`config.mk`:
```
export PLATFORM = sky130hd
export DESIGN_NAME = key_autorepeat_cursor_blink_timer_core
export DESIGN_NICKNAME = d
export VERILOG_FILES = /design/src/rtl/core/kart_pkg.sv /design/src/rtl/core/kart_digit_add.sv /design/src/rtl/core/kart_serial_rem.sv /design/src/rtl/core/key_autorepeat_cursor_blink_timer_core.sv
export SDC_FILE = /design/constraint.sdc
export NUM_CORES = 2
export LEC_CHECK = 0
export BUFFER_PORTS_ARGS = -buffer_cell sky130_fd_sc_hd__buf_2
export CAP_MARGIN = 20
export CORE_MARGIN = 4
export CORE_UTILIZATION = 51
export DETAILED_ROUTE_END_ITERATION = 12
export MAX_ROUTING_LAYER = met4
export PLACE_DENSITY_LB_ADDON = 0.08
export SYNTH_ARGS = -nofsm -noshare
export SYNTH_HDL_FRONTEND = slang
export SYNTH_SLANG_ARGS = --single-unit
```
`constraint.sdc`:
```
create_clock -name i_clk -period 6.15 [get_ports i_clk]
set_input_delay 0.3075 -clock i_clk [delete_from_list [all_inputs] [get_ports i_clk]]
set_output_delay 0.3075 -clock i_clk [all_outputs]
set_load 0.02 [all_outputs]
```
`src/rtl/core/kart_pkg.sv`:
```
// Package: item types, field widths and mode / register codes for the autorepeat timer.
`timescale 1ns / 1ps
package kart_pkg;

    localparam int ACC_W     = 64;  // accumulator width
    localparam int DIV_W     = 32;  // divisor / remainder width
    localparam int DIGIT_W   = 16;  // adder digit width
    localparam int SYM_W     = 29;
    localparam int CODE_W    = 21;
    localparam int ELAPSED_W = 32;
    localparam int CNT_W     = 16;
    localparam int PERIOD_W  = 30;
    localparam int CFG_IDX_W = 8;
    localparam int CFG_DAT_W = 32;

    // item modes
    localparam logic [1:0] MODE_KEY     = 2'd0;
    localparam logic [1:0] MODE_FOCUS   = 2'd1;
    localparam logic [1:0] MODE_TICK    = 2'd2;
    localparam logic [1:0] MODE_DISPLAY = 2'd3;

    // register indexes
    localparam logic [CFG_IDX_W-1:0] REG_BLINK_INTERVAL = 8'd0;
    localparam logic [CFG_IDX_W-1:0] REG_BLINK_COUNT    = 8'd1;
    localparam logic [CFG_IDX_W-1:0] REG_REPEAT_DELAY   = 8'd2;
    localparam logic [CFG_IDX_W-1:0] REG_REPEAT_PERIOD  = 8'd3;

    // register reset values
    localparam logic [DIV_W-1:0]    RST_BLINK_INTERVAL = 32'd500000000;
    localparam logic [CNT_W-1:0]    RST_BLINK_COUNT    = 16'd10;
    localparam logic [DIV_W-1:0]    RST_REPEAT_DELAY   = 32'd500000000;
    localparam logic [PERIOD_W-1:0] RST_REPEAT_PERIOD  = 30'd25000000;

    typedef struct packed {
        logic [1:0]           mode;
        logic [SYM_W-1:0]     key_sym;
        logic [CODE_W-1:0]    key_code;
        logic                 pressed;
        logic [ELAPSED_W-1:0] elapsed_ns;
    } t_in_item;

    typedef struct packed {
        logic              cursor_shown;
        logic              cursor_changed;
        logic              repeat_fire;
        logic [SYM_W-1:0]  repeat_sym;
        logic [CODE_W-1:0] repeat_code;
    } t_out_item;

endpackage

```
`src/rtl/core/kart_digit_add.sv`:
```
// Digit-serial saturating adder: 64-bit accumulator plus 32-bit elapsed time.
`timescale 1ns / 1ps
module kart_digit_add
    import kart_pkg::*;
(
    input  logic                 i_clk,
    input  logic                 i_rst_n,
    input  logic                 i_start,
    input  logic [ACC_W-1:0]     i_acc,
    input  logic [ELAPSED_W-1:0] i_add,
    output logic                 o_done,
    output logic [ACC_W-1:0]     o_sum
);

    localparam int STEPS  = ACC_W / DIGIT_W;
    localparam int STEP_W = (STEPS > 1) ? $clog2(STEPS) : 1;

    logic               r_busy;
    logic               r_done;
    logic [STEP_W-1:0]  r_cnt;
    logic [ACC_W-1:0]   r_a;
    logic [ACC_W-1:0]   r_b;
    logic [ACC_W-1:0]   r_sum;
    logic               r_carry;
    logic [DIGIT_W:0]   w_digit;
    logic               w_last;

    assign w_digit = {1'b0, r_a[DIGIT_W-1:0]} + {1'b0, r_b[DIGIT_W-1:0]}
                   + {{DIGIT_W{1'b0}}, r_carry};
    assign w_last  = (r_cnt == STEP_W'(STEPS - 1));

    always_ff @(posedge i_clk) begin
        if (!i_rst_n) begin
            r_busy <= 1'b0;
            r_done <= 1'b0;
            r_cnt  <= '0;
        end else begin
            r_done <= r_busy && w_last;
            if (i_start) begin
                r_busy  <= 1'b1;
                r_cnt   <= '0;
                r_a     <= i_acc;
                r_b     <= {{(ACC_W-ELAPSED_W){1'b0}}, i_add};
                r_carry <= 1'b0;
            end else if (r_busy) begin
                // LSB digit first, sum fills from the top
                r_a     <= r_a >> DIGIT_W;
                r_b     <= r_b >> DIGIT_W;
                r_sum   <= {w_digit[DIGIT_W-1:0], r_sum[ACC_W-1:DIGIT_W]};
                r_carry <= w_digit[DIGIT_W];
                r_cnt   <= r_cnt + 1'b1;
                if (w_last) begin
                    r_busy <= 1'b0;
                end
            end
        end
    end

    assign o_done = r_done;
    assign o_sum  = r_carry ? {ACC_W{1'b1}} : r_sum;

endmodule

```
`src/rtl/core/kart_serial_rem.sv`:
```
// Bit-serial restoring remainder: 64-bit dividend modulo 32-bit divisor, one bit a cycle.
`timescale 1ns / 1ps
module kart_serial_rem
    import kart_pkg::*;
(
    input  logic             i_clk,
    input  logic             i_rst_n,
    input  logic             i_start,
    input  logic [ACC_W-1:0] i_dividend,
    input  logic [DIV_W-1:0] i_divisor,
    output logic             o_done,
    output logic [DIV_W-1:0] o_rem,
    output logic             o_hit     // quotient nonzero, i.e. dividend >= divisor
);

    localparam int CNT_BITS = $clog2(ACC_W);

    logic                r_busy;
    logic                r_done;
    logic [CNT_BITS-1:0] r_cnt;
    logic [ACC_W-1:0]    r_num;
    logic [DIV_W-1:0]    r_den;
    logic [DIV_W-1:0]    r_rem;
    logic                r_hit;
    logic [DIV_W:0]      w_trial;
    logic [DIV_W:0]      w_diff;
    logic                w_ge;
    logic                w_last;

    assign w_trial = {r_rem, r_num[ACC_W-1]};
    assign w_ge    = (w_trial >= {1'b0, r_den});
    assign w_diff  = w_trial - {1'b0, r_den};
    assign w_last  = (r_cnt == CNT_BITS'(ACC_W - 1));

    always_ff @(posedge i_clk) begin
        if (!i_rst_n) begin
            r_busy <= 1'b0;
            r_done <= 1'b0;
            r_cnt  <= '0;
        end else begin
            r_done <= r_busy && w_last;
            if (i_start) begin
                r_busy <= 1'b1;
                r_cnt  <= '0;
                r_num  <= i_dividend;
                r_den  <= i_divisor;
                r_rem  <= '0;
                r_hit  <= 1'b0;
            end else if (r_busy) begin
                r_num <= r_num << 1;
                r_rem <= w_ge ? w_diff[DIV_W-1:0] : w_trial[DIV_W-1:0];
                r_hit <= r_hit | w_ge;
                r_cnt <= r_cnt + 1'b1;
                if (w_last) begin
                    r_busy <= 1'b0;
                end
            end
        end
    end

    assign o_done = r_done;
    assign o_rem  = r_rem;
    assign o_hit  = r_hit;

endmodule

```
`src/rtl/core/key_autorepeat_cursor_blink_timer_core.sv`:
```
// Top level: key autorepeat and cursor blink timer with digit-serial accumulator update.
//
//  channel | signals                                  | direction | item
//  --------+------------------------------------------+-----------+---------------------------
//  in      | i_in_valid  / o_in_ready  / i_in_data    | sink      | key, focus, tick, display
//  out     | o_out_valid / i_out_ready / o_out_data   | source    | one result per item
//  cfg     | i_cfg_valid / o_cfg_ready / i_cfg_index, | sink      | register write
//          | i_cfg_data                               |           |
//
// Key, focus-leave and display items go from accept straight to S_DONE. A tick first runs
// 16-bit digit adds for both accumulators (S_ADD), then hands off to the bit-serial
// remainder units (S_REM, one dividend bit per cycle) and waits to see both done. In S_DONE
// the result is registered once the output register is free.
// One item is in flight at a time; the next is accepted once its result is registered.
// A result waiting on a stalled output blocks only the completion of the next item.
// Synchronous active-low reset; no clearing pass. Config writes are always accepted.
`timescale 1ns / 1ps
module key_autorepeat_cursor_blink_timer_core
    import kart_pkg::*;
(
    input  logic                 i_clk,
    input  logic                 i_rst_n,
    input  logic                 i_in_valid,
    output logic                 o_in_ready,
    input  t_in_item             i_in_data,
    output logic                 o_out_valid,
    input  logic                 i_out_ready,
    output t_out_item            o_out_data,
    input  logic                 i_cfg_valid,
    output logic                 o_cfg_ready,
    input  logic [CFG_IDX_W-1:0] i_cfg_index,
    input  logic [CFG_DAT_W-1:0] i_cfg_data
);

    typedef enum logic [1:0] {
        S_IDLE,
        S_ADD,
        S_REM,
        S_DONE
    } t_state;

    // config registers
    logic [DIV_W-1:0]    r_blink_interval;
    logic [CNT_W-1:0]    r_blink_reload;
    logic [DIV_W-1:0]    r_repeat_delay;
    logic [PERIOD_W-1:0] r_repeat_period;

    // control / timer state
    t_state              r_state,        n_state;
    t_in_item            r_item,         n_item;
    logic [SYM_W-1:0]    r_held_sym,     n_held_sym;
    logic [CODE_W-1:0]   r_held_code,    n_held_code;
    logic [ACC_W-1:0]    r_repeat_accum, n_repeat_accum;
    logic                r_repeating,    n_repeating;
    logic [ACC_W-1:0]    r_blink_accum,  n_blink_accum;
    logic [CNT_W-1:0]    r_blinks_left,  n_blinks_left;
    logic                r_visible,      n_visible;
    logic                r_out_valid,    n_out_valid;
    t_out_item           r_out,          n_out;

    logic                w_in_acc;
    logic                w_add_start;
    logic                w_rem_start;
    logic                w_out_free;

    logic                w_badd_done, w_radd_done;
    logic [ACC_W-1:0]    w_bsum, w_rsum;
    logic                w_brem_done, w_rrem_done;
    logic [DIV_W-1:0]    w_brem, w_rrem;
    logic                w_bhit, w_rhit;
    logic [DIV_W-1:0]    w_thr_raw, w_thr;
    logic                w_blink_do, w_fire;

    assign w_in_acc    = i_in_valid && o_in_ready;
    assign w_add_start = w_in_acc && (i_in_data.mode == MODE_TICK);
    assign w_rem_start = (r_state == S_ADD) && w_badd_done && w_radd_done;
    assign w_out_free  = !r_out_valid || i_out_ready;

    // repeat threshold: first delay, then period; zero acts as one
    assign w_thr_raw = r_repeating ? {{(DIV_W-PERIOD_W){1'b0}}, r_repeat_period}
                                   : r_repeat_delay;
    assign w_thr     = (w_thr_raw == '0) ? DIV_W'(1) : w_thr_raw;

    kart_digit_add u_blink_add (
        .i_clk   (i_clk),
        .i_rst_n (i_rst_n),
        .i_start (w_add_start),
        .i_acc   (r_blink_accum),
        .i_add   (i_in_data.elapsed_ns),
        .o_done  (w_badd_done),
        .o_sum   (w_bsum)
    );

    kart_digit_add u_repeat_add (
        .i_clk   (i_clk),
        .i_rst_n (i_rst_n),
        .i_start (w_add_start),
        .i_acc   (r_repeat_accum),
        .i_add   (i_in_data.elapsed_ns),
        .o_done  (w_radd_done),
        .o_sum   (w_rsum)
    );

    // divisor 0 (blink off) runs harmlessly; its result is discarded below
    kart_serial_rem u_blink_rem (
        .i_clk      (i_clk),
        .i_rst_n    (i_rst_n),
        .i_start    (w_rem_start),
        .i_dividend (w_bsum),
        .i_divisor  (r_blink_interval),
        .o_done     (w_brem_done),
        .o_rem      (w_brem),
        .o_hit      (w_bhit)
    );

    kart_serial_rem u_repeat_rem (
        .i_clk      (i_clk),
        .i_rst_n    (i_rst_n),
        .i_start    (w_rem_start),
        .i_dividend (w_rsum),
        .i_divisor  (w_thr),
        .o_done     (w_rrem_done),
        .o_rem      (w_rrem),
        .o_hit      (w_rhit)
    );

    // hit means sum >= divisor, so no separate wide compare
    assign w_blink_do = (r_blink_interval != '0) && (r_blinks_left != '0) && w_bhit;
    assign w_fire     = (r_held_sym != '0) && w_rhit;

    always_comb begin
        n_state        = r_state;
        n_item         = r_item;
        n_held_sym     = r_held_sym;
        n_held_code    = r_held_code;
        n_repeat_accum = r_repeat_accum;
        n_repeating    = r_repeating;
        n_blink_accum  = r_blink_accum;
        n_blinks_left  = r_blinks_left;
        n_visible      = r_visible;
        n_out_valid    = r_out_valid && !i_out_ready;
        n_out          = r_out;

        case (r_state)
            S_IDLE: begin
                if (w_in_acc) begin
                    n_item  = i_in_data;
                    n_state = (i_in_data.mode == MODE_TICK) ? S_ADD : S_DONE;
                end
            end
            S_ADD: begin
                if (w_rem_start) begin
                    n_state = S_REM;
                end
            end
            S_REM: begin
                if (w_brem_done && w_rrem_done) begin
                    n_state = S_DONE;
                end
            end
            S_DONE: begin
                if (w_out_free) begin
                    n_out       = '0;
                    n_out_valid = 1'b1;
                    n_state     = S_IDLE;
                    case (r_item.mode)
                        MODE_KEY: begin
                            if (r_item.pressed) begin
                                n_held_sym     = r_item.key_sym;
                                n_held_code    = r_item.key_code;
                                n_repeat_accum = '0;
                                n_repeating    = 1'b0;
                            end else if (r_item.key_sym == r_held_sym) begin
                                n_held_sym = '0;
                            end
                        end
                        MODE_FOCUS: begin
                            n_held_sym = '0;
                        end
                        MODE_DISPLAY: begin
                            n_blink_accum         = '0;
                            n_visible             = 1'b1;
                            n_blinks_left         = r_blink_reload;
                            n_out.cursor_changed  = 1'b1;
                        end
                        default: begin
                            // tick: blink step, then repeat step
                            n_blink_accum  = w_bsum;
                            n_repeat_accum = w_rsum;
                            if (w_blink_do) begin
                                n_blink_accum        = {{(ACC_W-DIV_W){1'b0}}, w_brem};
                                n_visible            = !r_visible;
                                n_blinks_left        = r_blinks_left - 1'b1;
                                n_out.cursor_changed = 1'b1;
                            end
                            if (w_fire) begin
                                n_repeat_accum    = {{(ACC_W-DIV_W){1'b0}}, w_rrem};
                                n_repeating       = 1'b1;
                                n_out.repeat_fire = 1'b1;
                                n_out.repeat_sym  = r_held_sym;
                                n_out.repeat_code = r_held_code;
                            end
                        end
                    endcase
                    n_out.cursor_shown = n_visible;
                end
            end
            default: begin
                n_state = S_IDLE;
            end
        endcase
    end

    always_ff @(posedge i_clk) begin
        if (!i_rst_n) begin
            r_state          <= S_IDLE;
            r_held_sym       <= '0;
            r_held_code      <= '0;
            r_repeat_accum   <= '0;
            r_repeating      <= 1'b0;
            r_blink_accum    <= '0;
            r_blinks_left    <= RST_BLINK_COUNT;
            r_visible        <= 1'b1;
            r_out_valid      <= 1'b0;
            r_blink_interval <= RST_BLINK_INTERVAL;
            r_blink_reload   <= RST_BLINK_COUNT;
            r_repeat_delay   <= RST_REPEAT_DELAY;
            r_repeat_period  <= RST_REPEAT_PERIOD;
        end else begin
            r_state        <= n_state;
            r_held_sym     <= n_held_sym;
            r_held_code    <= n_held_code;
            r_repeat_accum <= n_repeat_accum;
            r_repeating    <= n_repeating;
            r_blink_accum  <= n_blink_accum;
            r_blinks_left  <= n_blinks_left;
            r_visible      <= n_visible;
            r_out_valid    <= n_out_valid;
            if (i_cfg_valid) begin
                case (i_cfg_index)
                    REG_BLINK_INTERVAL: r_blink_interval <= i_cfg_data;
                    REG_BLINK_COUNT:    r_blink_reload   <= i_cfg_data[CNT_W-1:0];
                    REG_REPEAT_DELAY:   r_repeat_delay   <= i_cfg_data;
                    REG_REPEAT_PERIOD:  r_repeat_period  <= i_cfg_data[PERIOD_W-1:0];
                    default: ;
                endcase
            end
        end
        r_item <= n_item;
        r_out  <= n_out;
    end

    assign o_in_ready  = (r_state == S_IDLE);
    assign o_out_valid = r_out_valid;
    assign o_out_data  = r_out;
    assign o_cfg_ready = 1'b1;

endmodule

```
==> metrics.cfg <==
[outcome]
status=completed

[die]
die_area_um2=92760
initial_core_util_pct=51.54
die_x_um=304.6
core_um2=87020
top_level_ports=186
chipHeight_um=304.6
num_rows=108

[setup_path]
critical_path_required_ns=6.52
worst-setup-path-type=flip-flop to flip-flop
r2r_cells=10
crit_start=u_blink_rem.o_rem[12]$_SDFFCE_PP0P_
cp_max_fo=19
cp_data_arrival_time_ns=4.19
worstReg2RegEnd=u_blink_rem.o_rem[13]$_SDFFCE_PP0P_
end_kind=flip-flop
critPathLaunchType=flip-flop
r2r_start=u_blink_rem.o_rem[12]$_SDFFCE_PP0P_
r2r_slack_ns=2.34

[routing]
ant_nets=0
via_per_inst=5.511
drt_iter0_markers=2608
drt_wl_total_um=113600
vias=31560
drc=0
first_pass_iters=5
wl_per_cell_um=19.85

[timing]
finalMaxSlewViolations=0
post-route-period-util_pct=61.99
fmax_mhz=262.3
timing_hold_violations_final=0
relSlewSlack_pct=27.91
tightest_slew_ns=1.079
min_period_ns=3.812
skew_ns=0.01802
finalSetupViolCount=0
rsz0062_at_grt=false
tns_ns=0

[final_layout]
final_area_um2=51530
stdcell_count=5726
final_nets=4714
drive_gt1_share_pct=10.31
final_core_util_pct=59.22
syn2layout_area_growth_pct=14.90

[global_routing]
grt_pass1_wl_um=177600
overflow=0
antenna_found_initial=2
grt_pass1_vias=30380
grt_max_degree=135
track_usage_pct=24.78

[hold_path]
hold_class=input port to flip-flop
whs_path_depth=5
holdCritStartpoint=i_in_valid
min_to=r_state[0]$_SDFFE_PN0P_

[synthesis]
ys_types=80
synthArstFlopShare_pct=0
synth_flop_cell=edfxtp_1
syn_nets=4492
yosysTopAreaCellShare_pct=45.93
syn_area_per_cell_um2=10.55
synthTopCellsByArea=edfxtp_1 46%, dfxtp_1 15%, nand2_1 8.7%
netlist_instances=4253
ys_ff_latch=1019
synthesis.area_um2=44850
ys_seq_area_share_pct=60.79
yosysWarningCount=0
synth-edff-count=686
synth_top_area_cell=edfxtp_1

[job]
maxCapViolCount=0

[clock_network]
cts_made_buffers=107
path_clk_slew_ns=0.06
clkLatencyLatePin_ns=0.66
cts_max_level=3
clock-sinks=1019
root_buffer=clkbuf_16
clock_path_buffers=3
cts_tree=yes

[power_and_ir_drop]
irDropWorstVdd_uv=284.4
cellPowerDensity_nw_per_um2=302.3
power_w=0.01558
p_leak_nw=19.42

[placement]
dpl.hpwl_um=72890
port_buffers=184
place_area_um2=46790
gp_congestion=0.8617
dp_cells=5400

Yosys cell counts (46+ instances only):
library cell,instances
clkbuf_1,218
nand2_1,1043
a21boi_0,162
a21oi_1,124
xor2_1,46
ha_1,103
nor2b_1,113
edfxtp_1,686
and2_1,120
dfxtp_1,333
o21ai_0,287
nand3_1,74
o21a_1,46
mux2i_1,51
inv_1,106
nor2_1,249
xnor2_1,67
a22oi_1,66
logic make-up after synthesis:
kind of cell             after synthesis  share of synthesized area, %
AND/OR/NAND/NOR                     1756                         17.07
XOR/XNOR                             113                         2.207
flip-flops                          1019                         60.79
adder cells (fa/ha/maj)              109                         3.141
AO/OA/AOI/OAI                        831                         11.93
other                                  1                      0.008361
buffers and inverters                344                         2.985
multiplexers                          80                         1.866
power by group:
group | switching (W) | leakage, nW | internal, W
Combinational | 0.000880 | 8.64 | 0.000432
Sequential | 0.000153 | 9.04 | 0.00766
Clock | 0.00270 | 1.74 | 0.00376
Total | 0.00373 | 19.4 | 0.0118
worst max-delay path, stage by stage, from the launching register on:
cell and delay [ns]:
edfxtp_1 0.43, ha_1 0.39, and3_1 0.23, nand4_1 0.18
o31ai_2 0.38, a221oi_2 0.15, o31a_1 0.44, o211ai_4 0.62
buf_4 0.42, mux2i_1 0.24, nor2_1 0.05
routing by layer:
metal,track usage [%],vias up,routed length (µm)
met4,6.101,0,2762
met5,-,-,0
met1,34.11,15350,51190
li1,-,15290,-
met2,39.33,734,54400
met3,3.382,188,5297
per-stage QoR:
step | hold slack [ns] | worst slack [ns]
after global routing | 0.03842 | 2.048
after floorplan | 0.4064 | 0.5871
after global placement | 0.4356 | 2.423
after CTS | 0.01022 | 2.349
after detailed placement | 0.4364 | 2.370
final | 0.05248 | 2.338
layout make-up:
cell class / instances / area [µm²]
timing repair buffer: 351 / 2519
multi-input combinational: 2890 / 16380
antenna: 2 / 5.005
sequential: 1019 / 27270
fill: 7333 / 35490
tap: 1155 / 1445
clock inverter: 56 / 480.5
clock buffer: 147 / 3043
inverter: 106 / 397.9
how the worst max path moves through the flow:
stage,end,slack [ns],cells past startpoint
detailed placement,u_blink_rem.o_rem[16]$_SDFFCE_PP0P_,2.37,10
CTS,u_blink_rem.o_rem[13]$_SDFFCE_PP0P_,2.35,10
global placement,u_blink_rem.o_rem[12]$_SDFFCE_PP0P_,2.42,10
floorplan,u_blink_add.r_a[0]$_DFFE_PP_,0.59,7
finish,u_blink_rem.o_rem[13]$_SDFFCE_PP0P_,2.34,10
global route,u_blink_rem.o_rem[30]$_SDFFCE_PP0P_,2.05,10
repair_timing:
| action | CTS | global route |
|---|---|---|
| hold buffers | 118 | 0 |
| endpoints found under the hold margin | 226 | 0 |
| resized for setup | 0 | 0 |
| buffers inserted | 0 | 0 |
registers in the layout (all words and copies together), names as in the netlist, 53 cells and up:
signal	cells
o_out_data	53
r_blink_accum	64
r_item	53
r_repeat_accum	64
u_blink_add.r_a	64
u_blink_add.r_sum	64
u_blink_rem.r_num	64
u_repeat_add.r_a	64
u_repeat_add.r_sum	64
u_repeat_rem.r_num	64
cell usage in the layout, fill, tap and decap left out, drive strengths merged, types with 74 or more instances in the layout:
| cell | n |
|---|---|
| nor2 | 250 |
| buf | 232 |
| clkbuf | 148 |
| nand2 | 1043 |
| a21boi | 163 |
| dlygate4sd3 | 118 |
| nor2b | 113 |
| dfxtp | 333 |
| edfxtp | 686 |
| inv | 112 |
| o21ai | 288 |
| nand3 | 74 |
| and2 | 121 |
| a21oi | 124 |
| ha | 103 |
No activity file was read; power rests on OpenSTA's default activity.
